File: src/hw/rtl/wsc_pkg.sv
// ----------------------------------------------------------------------------
// wsc_pkg - shared definitions for the waveform shape classifier
// Register indexes, reset values, the wave kind codes and the structs that
// pass between the top level and the window statistics unit.
// ----------------------------------------------------------------------------
package wsc_pkg;

  // Field widths
  localparam int SampleW   = 10;
  localparam int SlopeW    = SampleW + 1;
  localparam int CountW    = 8;
  localparam int WinLenW   = 8;
  localparam int FlatLimW  = 10;
  localparam int StrLimW   = 11;
  localparam int CfgDataW  = 11;
  localparam int CfgIndexW = 3;

  // Register indexes on the configuration port
  localparam logic [CfgIndexW-1:0] REG_WINDOW_LENGTH   = 3'd0;
  localparam logic [CfgIndexW-1:0] REG_FLAT_LIMIT      = 3'd1;
  localparam logic [CfgIndexW-1:0] REG_STRAIGHT_LIMIT  = 3'd2;
  localparam logic [CfgIndexW-1:0] REG_FLAT_NEEDED     = 3'd3;
  localparam logic [CfgIndexW-1:0] REG_STRAIGHT_NEEDED = 3'd4;

  // Register values after reset
  localparam logic [WinLenW-1:0]  RST_WINDOW_LENGTH   = 8'd50;
  localparam logic [FlatLimW-1:0] RST_FLAT_LIMIT      = 10'd5;
  localparam logic [StrLimW-1:0]  RST_STRAIGHT_LIMIT  = 11'd10;
  localparam logic [CountW-1:0]   RST_FLAT_NEEDED     = 8'd30;
  localparam logic [CountW-1:0]   RST_STRAIGHT_NEEDED = 8'd20;

  typedef enum logic [1:0] {
    KIND_SQUARE   = 2'd0,
    KIND_TRIANGLE = 2'd1,
    KIND_SINE     = 2'd2
  } wave_kind_t;

  typedef struct packed {
    logic [WinLenW-1:0]  window_length;
    logic [FlatLimW-1:0] flat_limit;
    logic [StrLimW-1:0]  straight_limit;
    logic [CountW-1:0]   flat_needed;
    logic [CountW-1:0]   straight_needed;
  } wsc_cfg_t;

  typedef struct packed {
    logic              last;
    wave_kind_t        kind;
    logic [CountW-1:0] flat_total;
    logic [CountW-1:0] straight_total;
  } wsc_stat_t;

endpackage

File: src/hw/rtl/wsc_stats.sv
// ----------------------------------------------------------------------------
// wsc_stats - window statistics for the waveform shape classifier
// Forms first and second differences of the sample stream, keeps the flat and
// straight counts and the position in the window, and classifies the window
// on its last sample.
// ----------------------------------------------------------------------------
module wsc_stats
  import wsc_pkg::*;
(
  input  logic               clk,
  input  logic               rst_n,
  input  logic               advance,
  input  logic [SampleW-1:0] sample,
  input  wsc_cfg_t           cfg,
  output wsc_stat_t          stat
);

  logic [SampleW-1:0] prev_sample_r;
  logic [SlopeW-1:0]  prev_slope_r;
  logic [CountW-1:0]  flat_r;
  logic [CountW-1:0]  straight_r;
  logic [WinLenW-1:0] index_r;

  logic [SlopeW-1:0]   slope;
  logic [SlopeW-1:0]   slope_neg;
  logic [FlatLimW-1:0] slope_mag;
  logic [SlopeW:0]     bend;
  logic [SlopeW:0]     bend_neg;
  logic [StrLimW-1:0]  bend_mag;
  logic                flat_hit;
  logic                straight_hit;
  logic [CountW-1:0]   flat_nxt;
  logic [CountW-1:0]   straight_nxt;
  logic [WinLenW:0]    pos_plus1;
  logic                last;
  wave_kind_t          kind;

  // First difference: previous minus current
  assign slope     = {1'b0, prev_sample_r} - {1'b0, sample};
  assign slope_neg = -slope;
  assign slope_mag = slope[SlopeW-1] ? slope_neg[FlatLimW-1:0] : slope[FlatLimW-1:0];

  // Second difference: previous slope minus current slope
  assign bend     = {prev_slope_r[SlopeW-1], prev_slope_r} - {slope[SlopeW-1], slope};
  assign bend_neg = -bend;
  assign bend_mag = bend[SlopeW] ? bend_neg[StrLimW-1:0] : bend[StrLimW-1:0];

  // Count only real differences
  assign flat_hit     = (index_r != '0) && (slope_mag < cfg.flat_limit);
  assign straight_hit = (index_r > WinLenW'(1)) && (bend_mag < cfg.straight_limit);

  // Saturating count update
  assign flat_nxt     = (flat_hit && (flat_r != '1)) ? flat_r + 1'b1 : flat_r;
  assign straight_nxt = (straight_hit && (straight_r != '1)) ? straight_r + 1'b1 : straight_r;

  // Window ends once the position reaches the programmed length
  assign pos_plus1 = {1'b0, index_r} + 1'b1;
  assign last      = pos_plus1 >= {1'b0, cfg.window_length};

  // Classify from the counts including this sample
  always_comb begin
    priority if (flat_nxt >= cfg.flat_needed) begin
      kind = KIND_SQUARE;
    end else if (straight_nxt >= cfg.straight_needed) begin
      kind = KIND_TRIANGLE;
    end else begin
      kind = KIND_SINE;
    end
  end

  assign stat.last           = last;
  assign stat.kind           = kind;
  assign stat.flat_total     = flat_nxt;
  assign stat.straight_total = straight_nxt;

  // Advance the window state on each sample taken
  always_ff @(posedge clk) begin
    if (!rst_n) begin
      prev_sample_r <= '0;
      prev_slope_r  <= '0;
      flat_r        <= '0;
      straight_r    <= '0;
      index_r       <= '0;
    end else if (advance) begin
      prev_sample_r <= sample;
      prev_slope_r  <= slope;
      if (last) begin
        flat_r     <= '0;
        straight_r <= '0;
        index_r    <= '0;
      end else begin
        flat_r     <= flat_nxt;
        straight_r <= straight_nxt;
        index_r    <= pos_plus1[WinLenW-1:0];
      end
    end
  end

endmodule

File: src/hw/rtl/waveform_shape_classifier_top.sv
// The classifier takes one 10-bit sample per clock cycle while its input is not
// stalled and returns one request per window on its final sample, carrying the
// wave kind and the flat and straight counts. A sample passes an input register
// and then the difference, compare and count logic into the result register.
// Samples that do not end a window keep flowing while a result waits; only a
// window-ending sample waits in the input register until the result register
// is free.
// ----------------------------------------------------------------------------
// waveform_shape_classifier_top - waveform shape classifier
// Input register, configuration registers, result register and handshakes
// around the window statistics unit.
// ----------------------------------------------------------------------------
module waveform_shape_classifier_top
  import wsc_pkg::*;
(
  input  logic                 clk,
  input  logic                 rst_n,
  input  logic                 in_valid,
  output logic                 in_ready,
  input  logic [SampleW-1:0]   in_sample,
  output logic                 out_valid,
  input  logic                 out_ready,
  output logic [1:0]           out_wave_kind,
  output logic [CountW-1:0]    out_flat_total,
  output logic [CountW-1:0]    out_straight_total,
  input  logic                 cfg_we,
  input  logic [CfgIndexW-1:0] cfg_index,
  input  logic [CfgDataW-1:0]  cfg_wdata
);

  wsc_cfg_t           cfg_r;
  logic               s1_valid_r;
  logic [SampleW-1:0] s1_sample_r;
  logic               out_valid_r;
  wave_kind_t         out_kind_r;
  logic [CountW-1:0]  out_flat_r;
  logic [CountW-1:0]  out_straight_r;

  wsc_stat_t stat;
  logic      out_free;
  logic      advance;
  logic      in_take;

  // Hold the configuration registers
  always_ff @(posedge clk) begin
    if (!rst_n) begin
      cfg_r.window_length   <= RST_WINDOW_LENGTH;
      cfg_r.flat_limit      <= RST_FLAT_LIMIT;
      cfg_r.straight_limit  <= RST_STRAIGHT_LIMIT;
      cfg_r.flat_needed     <= RST_FLAT_NEEDED;
      cfg_r.straight_needed <= RST_STRAIGHT_NEEDED;
    end else if (cfg_we) begin
      unique case (cfg_index)
        REG_WINDOW_LENGTH:   cfg_r.window_length   <= cfg_wdata[WinLenW-1:0];
        REG_FLAT_LIMIT:      cfg_r.flat_limit      <= cfg_wdata[FlatLimW-1:0];
        REG_STRAIGHT_LIMIT:  cfg_r.straight_limit  <= cfg_wdata[StrLimW-1:0];
        REG_FLAT_NEEDED:     cfg_r.flat_needed     <= cfg_wdata[CountW-1:0];
        REG_STRAIGHT_NEEDED: cfg_r.straight_needed <= cfg_wdata[CountW-1:0];
        default: ;
      endcase
    end
  end

  // Advance the held sample unless it ends a window and the result slot is busy
  assign out_free = !out_valid_r || out_ready;
  assign advance  = s1_valid_r && (!stat.last || out_free);
  assign in_ready = !s1_valid_r || advance;
  assign in_take  = in_valid && in_ready;

  wsc_stats u_stats (
    .clk     (clk),
    .rst_n   (rst_n),
    .advance (advance),
    .sample  (s1_sample_r),
    .cfg     (cfg_r),
    .stat    (stat)
  );

  // Input register
  always_ff @(posedge clk) begin
    if (!rst_n) begin
      s1_valid_r <= 1'b0;
    end else if (in_ready) begin
      s1_valid_r <= in_valid;
    end
  end

  always_ff @(posedge clk) begin
    if (in_take) begin
      s1_sample_r <= in_sample;
    end
  end

  // Result register
  always_ff @(posedge clk) begin
    if (!rst_n) begin
      out_valid_r <= 1'b0;
    end else if (advance && stat.last) begin
      out_valid_r <= 1'b1;
    end else if (out_ready) begin
      out_valid_r <= 1'b0;
    end
  end

  always_ff @(posedge clk) begin
    if (advance && stat.last) begin
      out_kind_r     <= stat.kind;
      out_flat_r     <= stat.flat_total;
      out_straight_r <= stat.straight_total;
    end
  end

  assign out_valid          = out_valid_r;
  assign out_wave_kind      = out_kind_r;
  assign out_flat_total     = out_flat_r;
  assign out_straight_total = out_straight_r;

endmodule

File: config.mk
export PLATFORM = sky130hd
export DESIGN_NAME = waveform_shape_classifier_top
export DESIGN_NICKNAME = d
export VERILOG_FILES = /design/src/hw/rtl/wsc_pkg.sv /design/src/hw/rtl/wsc_stats.sv /design/src/hw/rtl/waveform_shape_classifier_top.sv
export SDC_FILE = /design/constraint.sdc
export NUM_CORES = 1
export LEC_CHECK = 0
export BUFFER_PORTS_ARGS = -buffer_cell sky130_fd_sc_hd__buf_2
export CAP_MARGIN = 20
export CORE_AREA = 2 2 131 133
export CTS_CLUSTER_SIZE = 24
export DETAILED_ROUTE_END_ITERATION = 8
export DIE_AREA = 0 0 133 135
export HOLD_SLACK_MARGIN = 0.02
export PLACE_DENSITY_LB_ADDON = 0.15
export SLEW_MARGIN = 20
export SYNTH_ARGS = -nofsm -noshare
export SYNTH_HDL_FRONTEND = slang
export SYNTH_SLANG_ARGS = --single-unit
File: constraint.sdc
create_clock -name clk -period 7.4 [get_ports clk]
set_clock_uncertainty 0.1 [all_clocks]
set_input_delay 0.37 -clock clk [delete_from_list [all_inputs] [get_ports clk]]
set_output_delay 0.37 -clock clk [all_outputs]
set_load 0.05 [all_outputs]
======== Word-level counts from Yosys, hierarchy flattened ========
Index checks and enable logic that the tools add are counted.
cells by class
  order comparisons ....................... 6
  equal/unequal tests ..................... 6
  add/sub/neg operators ................... 7
  muxes and demuxes ....................... 10
  reduce and logical (&&, ||, !) cells .... 21
operators by type and width
  cell                                                                             number
  8-bit 2-to-1 mux                                                                 5
  8-bit by 1-bit adder with 8-bit output, second input constant                    2
  8-bit greater-or-equal comparator                                                2
  8-bit != test, second input constant                                             2
  11-bit by 11-bit subtractor with 12-bit output                                   1
  11-bit < comparator                                                              1
  11-bit 2-to-1 mux                                                                1
  11-bit negator                                                                   1
  10-bit by 10-bit subtractor with 11-bit output                                   1
  10-bit < comparator                                                              1
  10-bit 2-to-1 mux                                                                1
  10-bit negator                                                                   1
  2-bit AND reduction                                                              5
  8-bit by 1-bit adder with 9-bit output, second input constant                    1
  9-bit by 8-bit greater-or-equal comparator with 1-bit output                     1
  8-bit by 1-bit greater-than comparator with 1-bit output, second input constant  1
  8-bit nonzero test                                                               1
  1-bit logical AND                                                                7
  3-bit by 2-bit == test with 1-bit output, second input constant                  2
  3-bit by 1-bit == test with 1-bit output, second input constant                  1
  3-bit == test, second input constant                                             1
  1-bit zero test                                                                  3
  3-bit zero test                                                                  1
  1-bit logical OR                                                                 3
  3 further kinds                                                                  4
word-level totals
  word-level logic and storage cells ...... 66
  bits of input ports ..................... 29
  output and inout bits ................... 20
  bits in registers ....................... 120

======== Longest topological paths before layout ========
  depth after elaboration ................. 10
  gate-level depth with buffers ........... 38
  depth with buffers taken out ............ 37

======== By module ========
From an unflattened synthesis, not the netlist that was laid out.
unflattened totals
  cell total of the unflattened synthesis .. 836
  area, all modules ....................... 7602.3 sq um
modules (own cells, without submodules)
  module                         area each (sq um)  instances  sequential area each (sq um)  cells each
  wsc_stats                      4899.7             1          900.9                         625
  waveform_shape_classifier_top  2702.6             1          1781.7                        211

======== Worst setup path after synthesis ========
Ideal clock, no wire load.
  kind .................................... register -> register
  start ................................... register s1_sample_r[1]
  end ..................................... register out_kind_r[0], in the netlist out_wave_kind[0], data pin
  buffers on the path ..................... 1
  data required time ...................... 7.043 ns
  library setup time ...................... 0.257 ns
  path slack .............................. 0.091 ns
  cell stages (with the launch flop) ...... 38
  arrival ................................. 6.952 ns
  period minus slack after synthesis ...... 7.309 ns
  cell sequence ........................... edfxtp_1 > inv_1 > ha_1 > nor2b_1 > o21a_1 > nor2_1 > xnor2_1 > inv_1 > ha_1 > o21a_1 > o31a_1 > o21a_1 > nor4_1 > o41ai_1 > maj3_2 > a211o_2 > nand2_1 > mux2_1 > [2 not listed] > o21a_1 > o21a_1 > o21a_1 > o21a_1 > o21ai_0 > a21o_1 > clkbuf_1 > xnor2_1 > ha_1 > nand2b_1 > a21o_1 > a21o_1 > a21o_1 > a21o_1 > a21o_1 > a21o_1 > a21oi_1 > nor2b_1
on the way
  longest elaborated chain between the ends .. 10
  elaborated cells between the ends (all ways) .. 17
  classes of those cells .................. add/sub: 4; order compare: 4; mux: 5; reduce/logical: 4
RTL lines
  item                                              line                                  text
  start, declared                                   waveform_shape_classifier_top.sv:33   logic [SampleW-1:0] s1_sample_r;
  start signal, assigned                            waveform_shape_classifier_top.sv:90   s1_sample_r <= in_sample;
  10-bit by 10-bit subtractor with 11-bit output *  wsc_stats.sv:39                       assign slope = {1'b0, prev_sample_r} - {1'b0, sample};
  11-bit by 11-bit subtractor with 12-bit output    wsc_stats.sv:44                       assign bend = {prev_slope_r[SlopeW-1], prev_slope_r} - {slope[SlopeW-1], slope};
  11-bit negator                                    wsc_stats.sv:45                       assign bend_neg = -bend;
  11-bit 2-to-1 mux                                 wsc_stats.sv:46                       assign bend_mag = bend[SlopeW] ? bend_neg[StrLimW-1:0] : bend[StrLimW-1:0];
  11-bit < comparator                               wsc_stats.sv:50                       assign straight_hit = (index_r > WinLenW'(1)) && (bend_mag < cfg.straight_limit);
  1-bit logical AND                                 wsc_stats.sv:50
  1-bit logical AND                                 wsc_stats.sv:54                       assign straight_nxt = (straight_hit && (straight_r != '1)) ? straight_r + 1'b1 : straight_r;
  8-bit 2-to-1 mux                                  wsc_stats.sv:54
  8-bit greater-or-equal comparator                 wsc_stats.sv:64                       end else if (straight_nxt >= cfg.straight_needed) begin
  2-bit 2-to-1 mux                                  wsc_stats.sv:64
  end signal, assigned                              waveform_shape_classifier_top.sv:107  out_kind_r <= stat.kind;
  end, declared                                     waveform_shape_classifier_top.sv:35   wave_kind_t out_kind_r;
Every way passes the cells marked *; elsewhere a longest branch is shown, timed or not.
A chain may end at the register's enable or synchronous reset.

======== Final worst setup path ========
  start ................................... register s1_sample_r[0]
  end ..................................... register out_kind_r[0], in the netlist out_wave_kind[0], data pin
on the way
  longest elaborated chain between the ends .. 10
  elaborated cells between the ends (all ways) .. 17
  classes of those cells .................. add/sub: 4; order compare: 4; mux: 5; reduce/logical: 4
RTL lines
  item                                              line             text
  10-bit by 10-bit subtractor with 11-bit output *  wsc_stats.sv:39
  named net u_stats.slope[1]                        wsc_stats.sv:24  logic [SlopeW-1:0] slope;
  11-bit by 11-bit subtractor with 12-bit output    wsc_stats.sv:44
  11-bit negator                                    wsc_stats.sv:45
  11-bit 2-to-1 mux                                 wsc_stats.sv:46
  11-bit < comparator                               wsc_stats.sv:50
  1-bit logical AND                                 wsc_stats.sv:50
  1-bit logical AND                                 wsc_stats.sv:54
  8-bit 2-to-1 mux                                  wsc_stats.sv:54
  8-bit greater-or-equal comparator                 wsc_stats.sv:64
  2-bit 2-to-1 mux                                  wsc_stats.sv:64
Mark *: on every way through the listed nets, which the timed path passes. The rest lies on a longest branch.

==> flow_summary.json <==
{
  "multi_input_area_mm2": 0.00434,
  "clk_pin_slew_ps": 60,
  "vias": 6147,
  "die_h_um": 135,
  "io_pins": 49,
  "ant_nets": 0,
  "clk_latency_ps": 420,
  "cap_violations": 0,
  "hold_depth": 1,
  "final_cells": 1161,
  "routed_wl_mm": 18.2,
  "peakVddDrop_mv": 0.197,
  "htree_levels": 4,
  "fin_util": 0.525,
  "ys_seq_elements": 120,
  "clock_sinks": 120,
  "cts_tree": "done",
  "cpPeakStageDelay_ps": 540,
  "die_w_um": 133,
  "final_common_cell": "nand2_1",
  "finalSetupViolCount": 0,
  "required_ps": 7470,
  "hold_class": "in -> reg",
  "grt_overflow": 0,
  "period_share": 0.954,
  "tightest_slew_ps": 848,
  "drive_above_1_share": 0.149,
  "initial_core_util": 0.448,
  "critPathKind": "reg -> reg",
  "cp-end-kind": "flop",
  "max_freq_mhz": 142,
  "mostFrequentLayoutCells": "146 x nand2_1, 92 x dfxtp_1, 78 x inv_1",
  "max_slew_margin": 0.433,
  "ctsLongestPathBuffers": 2,
  "syn_area_mm2": 0.00734,
  "worst_path_most_repeated_cell": "a21o_1",
  "io_buffers": 48,
  "synth_fp_nets": 966,
  "path_max_fanout": 5,
  "dr.first_iter.drc_count": 318,
  "hold_viol_final": 0,
  "seq_area_mm2": 0.00268,
  "cp.arrival_ps": 7130,
  "fillerInstances": 1550,
  "n_antenna_cell": 0,
  "grt_pass1_wl_mm": 29.3,
  "status": "finished clean",
  "firstDrtPassIters": 4,
  "dp_cells": 1123,
  "ys_seq_area_frac": 0.365,
  "grt_usage": 0.208,
  "reg2regPathDepth": 33,
  "vias_per_cell": 5.29,
  "fp-row-count": 47,
  "place_area_mm2": 0.00791,
  "synth_area_per_cell_um2": 8.46,
  "cpMaxStageDelayCell": "fa_2",
  "async_flop_share": 0,
  "grt_pass1_vias": 5798,
  "cts_root_buf": "clkbuf_16",
  "die_area_mm2": 0.0180,
  "numCtsBuffers": 17,
  "num-nets-final": 1026,
  "wire_per_inst_um": 15.7,
  "startpoint_type": "flop",
  "p_leak_nw": 3.67,
  "stdcell_area_mm2": 0.00861,
  "synth_flop_cell": "dfxtp_1",
  "power_density_mw_per_mm2": 240,
  "netlist-cell-type-count": 77,
  "synth_edf_count": 28,
  "grt_max_degree": 38,
  "drc": 0,
  "antenna_found_initial": 0,
  "finalMaxSlewViolations": 0,
  "gp_congestion": 0.803,
  "core_area_mm2": 0.0164,
  "dpl.hpwl_mm": 12.8,
  "synth_warnings": 0,
  "syn_to_final_growth_pct": 17.3,
  "post-route-min-period_ps": 7060,
  "synthCells": 868
}
[layout make-up]
| cell class | count | share of cell area |
|---|---|---|
| multi-input combinational | 633 | 0.504 |
| sequential | 120 | 0.311 |
| inverter | 80 | 0.0349 |
| clock inverter | 11 | 0.0123 |
| clock buffer | 21 | 0.0511 |
| tap | 220 | 0.0320 |
| timing repair buffer | 76 | 0.0539 |
[power by group]
part	switching (mW)	internal, mW
Sequential	0.0197	0.694
Clock	0.288	0.488
Combinational	0.319	0.259
[worst max-delay path: cells and delay by family, from the launching register on]
| kind | cells | cell delay (ps) |
|---|---|---|
| flops | 1 | 350 |
| buf+inv | 2 | 120 |
| compound gates | 18 | 3250 |
| mux | 1 | 320 |
| simple gates | 5 | 680 |
| fa+ha+maj | 6 | 1830 |
| xor+xnor | 1 | 140 |
[through the flow]
step	setup TNS [ps]	total power, mW	hold slack, ps	setup slack, ps
after floorplan	0	1.13	334	90.6
after global placement	0	1.27	344	194
after detailed placement	0	1.27	347	79.1
after CTS	0	2.06	20.5	65.7
after global routing	-41.5	2.19	23.1	-31.4
final	0	2.07	40.1	342
[cells by family (layout without fill, tap and decap cells)]
logic type,count (synthesis),after routing,synth area share
XOR/XNOR,49,49,0.0664
adder cells (fa/ha/maj),70,70,0.121
AO/OA/AOI/OAI,224,224,0.207
flip-flops,120,120,0.365
AND/OR/NAND/NOR,286,286,0.175
buffers and inverters,115,188,0.0591
multiplexers,4,4,0.00579
[cell usage after synthesis (3+ instances only)]
library cell | n | share of area
a211oi_1 | 7 | 0.0072
a21boi_0 | 7 | 0.0072
a21o_1 | 24 | 0.025
a21oi_1 | 70 | 0.048
a221o_1 | 3 | 0.0041
a22oi_1 | 7 | 0.0072
a2bb2oi_1 | 5 | 0.0060
a31o_2 | 3 | 0.0036
a31oi_1 | 8 | 0.0068
and2_1 | 3 | 0.0026
and3_1 | 5 | 0.0043
clkbuf_1 | 31 | 0.016
dfxtp_1 | 92 | 0.25
edfxtp_1 | 28 | 0.11
ha_1 | 67 | 0.11
inv_1 | 80 | 0.041
nand2_1 | 146 | 0.075
nand2b_1 | 4 | 0.0034
nand3_1 | 27 | 0.018
nor2_1 | 46 | 0.024
nor2b_1 | 8 | 0.0068
nor3_1 | 20 | 0.014
o2111ai_1 | 4 | 0.0048
o211ai_1 | 16 | 0.016
o21a_1 | 18 | 0.018
o21ai_0 | 20 | 0.014
o31a_1 | 5 | 0.0060
o31ai_1 | 3 | 0.0031
or2_2 | 6 | 0.0051
or3_1 | 4 | 0.0034
or4_1 | 3 | 0.0031
xnor2_1 | 27 | 0.032
xor2_1 | 17 | 0.020
[state kept, by name (all words and copies together), names as in the netlist]
signal,flops
u_stats.index_r,8
out_flat_total,8
u_stats.flat_r,8
u_stats.prev_slope_r,11
s1_sample_r,10
cfg_r,45
u_stats.prev_sample_r,10
out_straight_total,8
out_valid,1
s1_valid_r,1
u_stats.straight_r,8
out_wave_kind,2
[final timing paths]
kind,from,to,slack [ps]
max,s1_sample_r[0],out_wave_kind[0],340
min,in_sample[1],s1_sample_r[1],40
max reg2reg,s1_sample_r[0],out_wave_kind[0],340
min reg2reg,cfg_r[6],cfg_r[6],350
[layer usage]
metal  vias to the layer above  track usage  part of all wire
met5                         -            0                 0
met4                         0       0.0639             0.016
met3                        22       0.0387             0.025
met2                        81        0.355              0.48
met1                      2895        0.267              0.48
li1                       3149            -                 -
[timing repair]
item / CTS / global route
resized for setup: 0 / 20
hold buffers: 4 / 0
buffers inserted: 0 / 2
hold endpoints to repair: 4 / 0
setup endpoints to repair: 0 / 2
(Power assumes the default switching activity.)
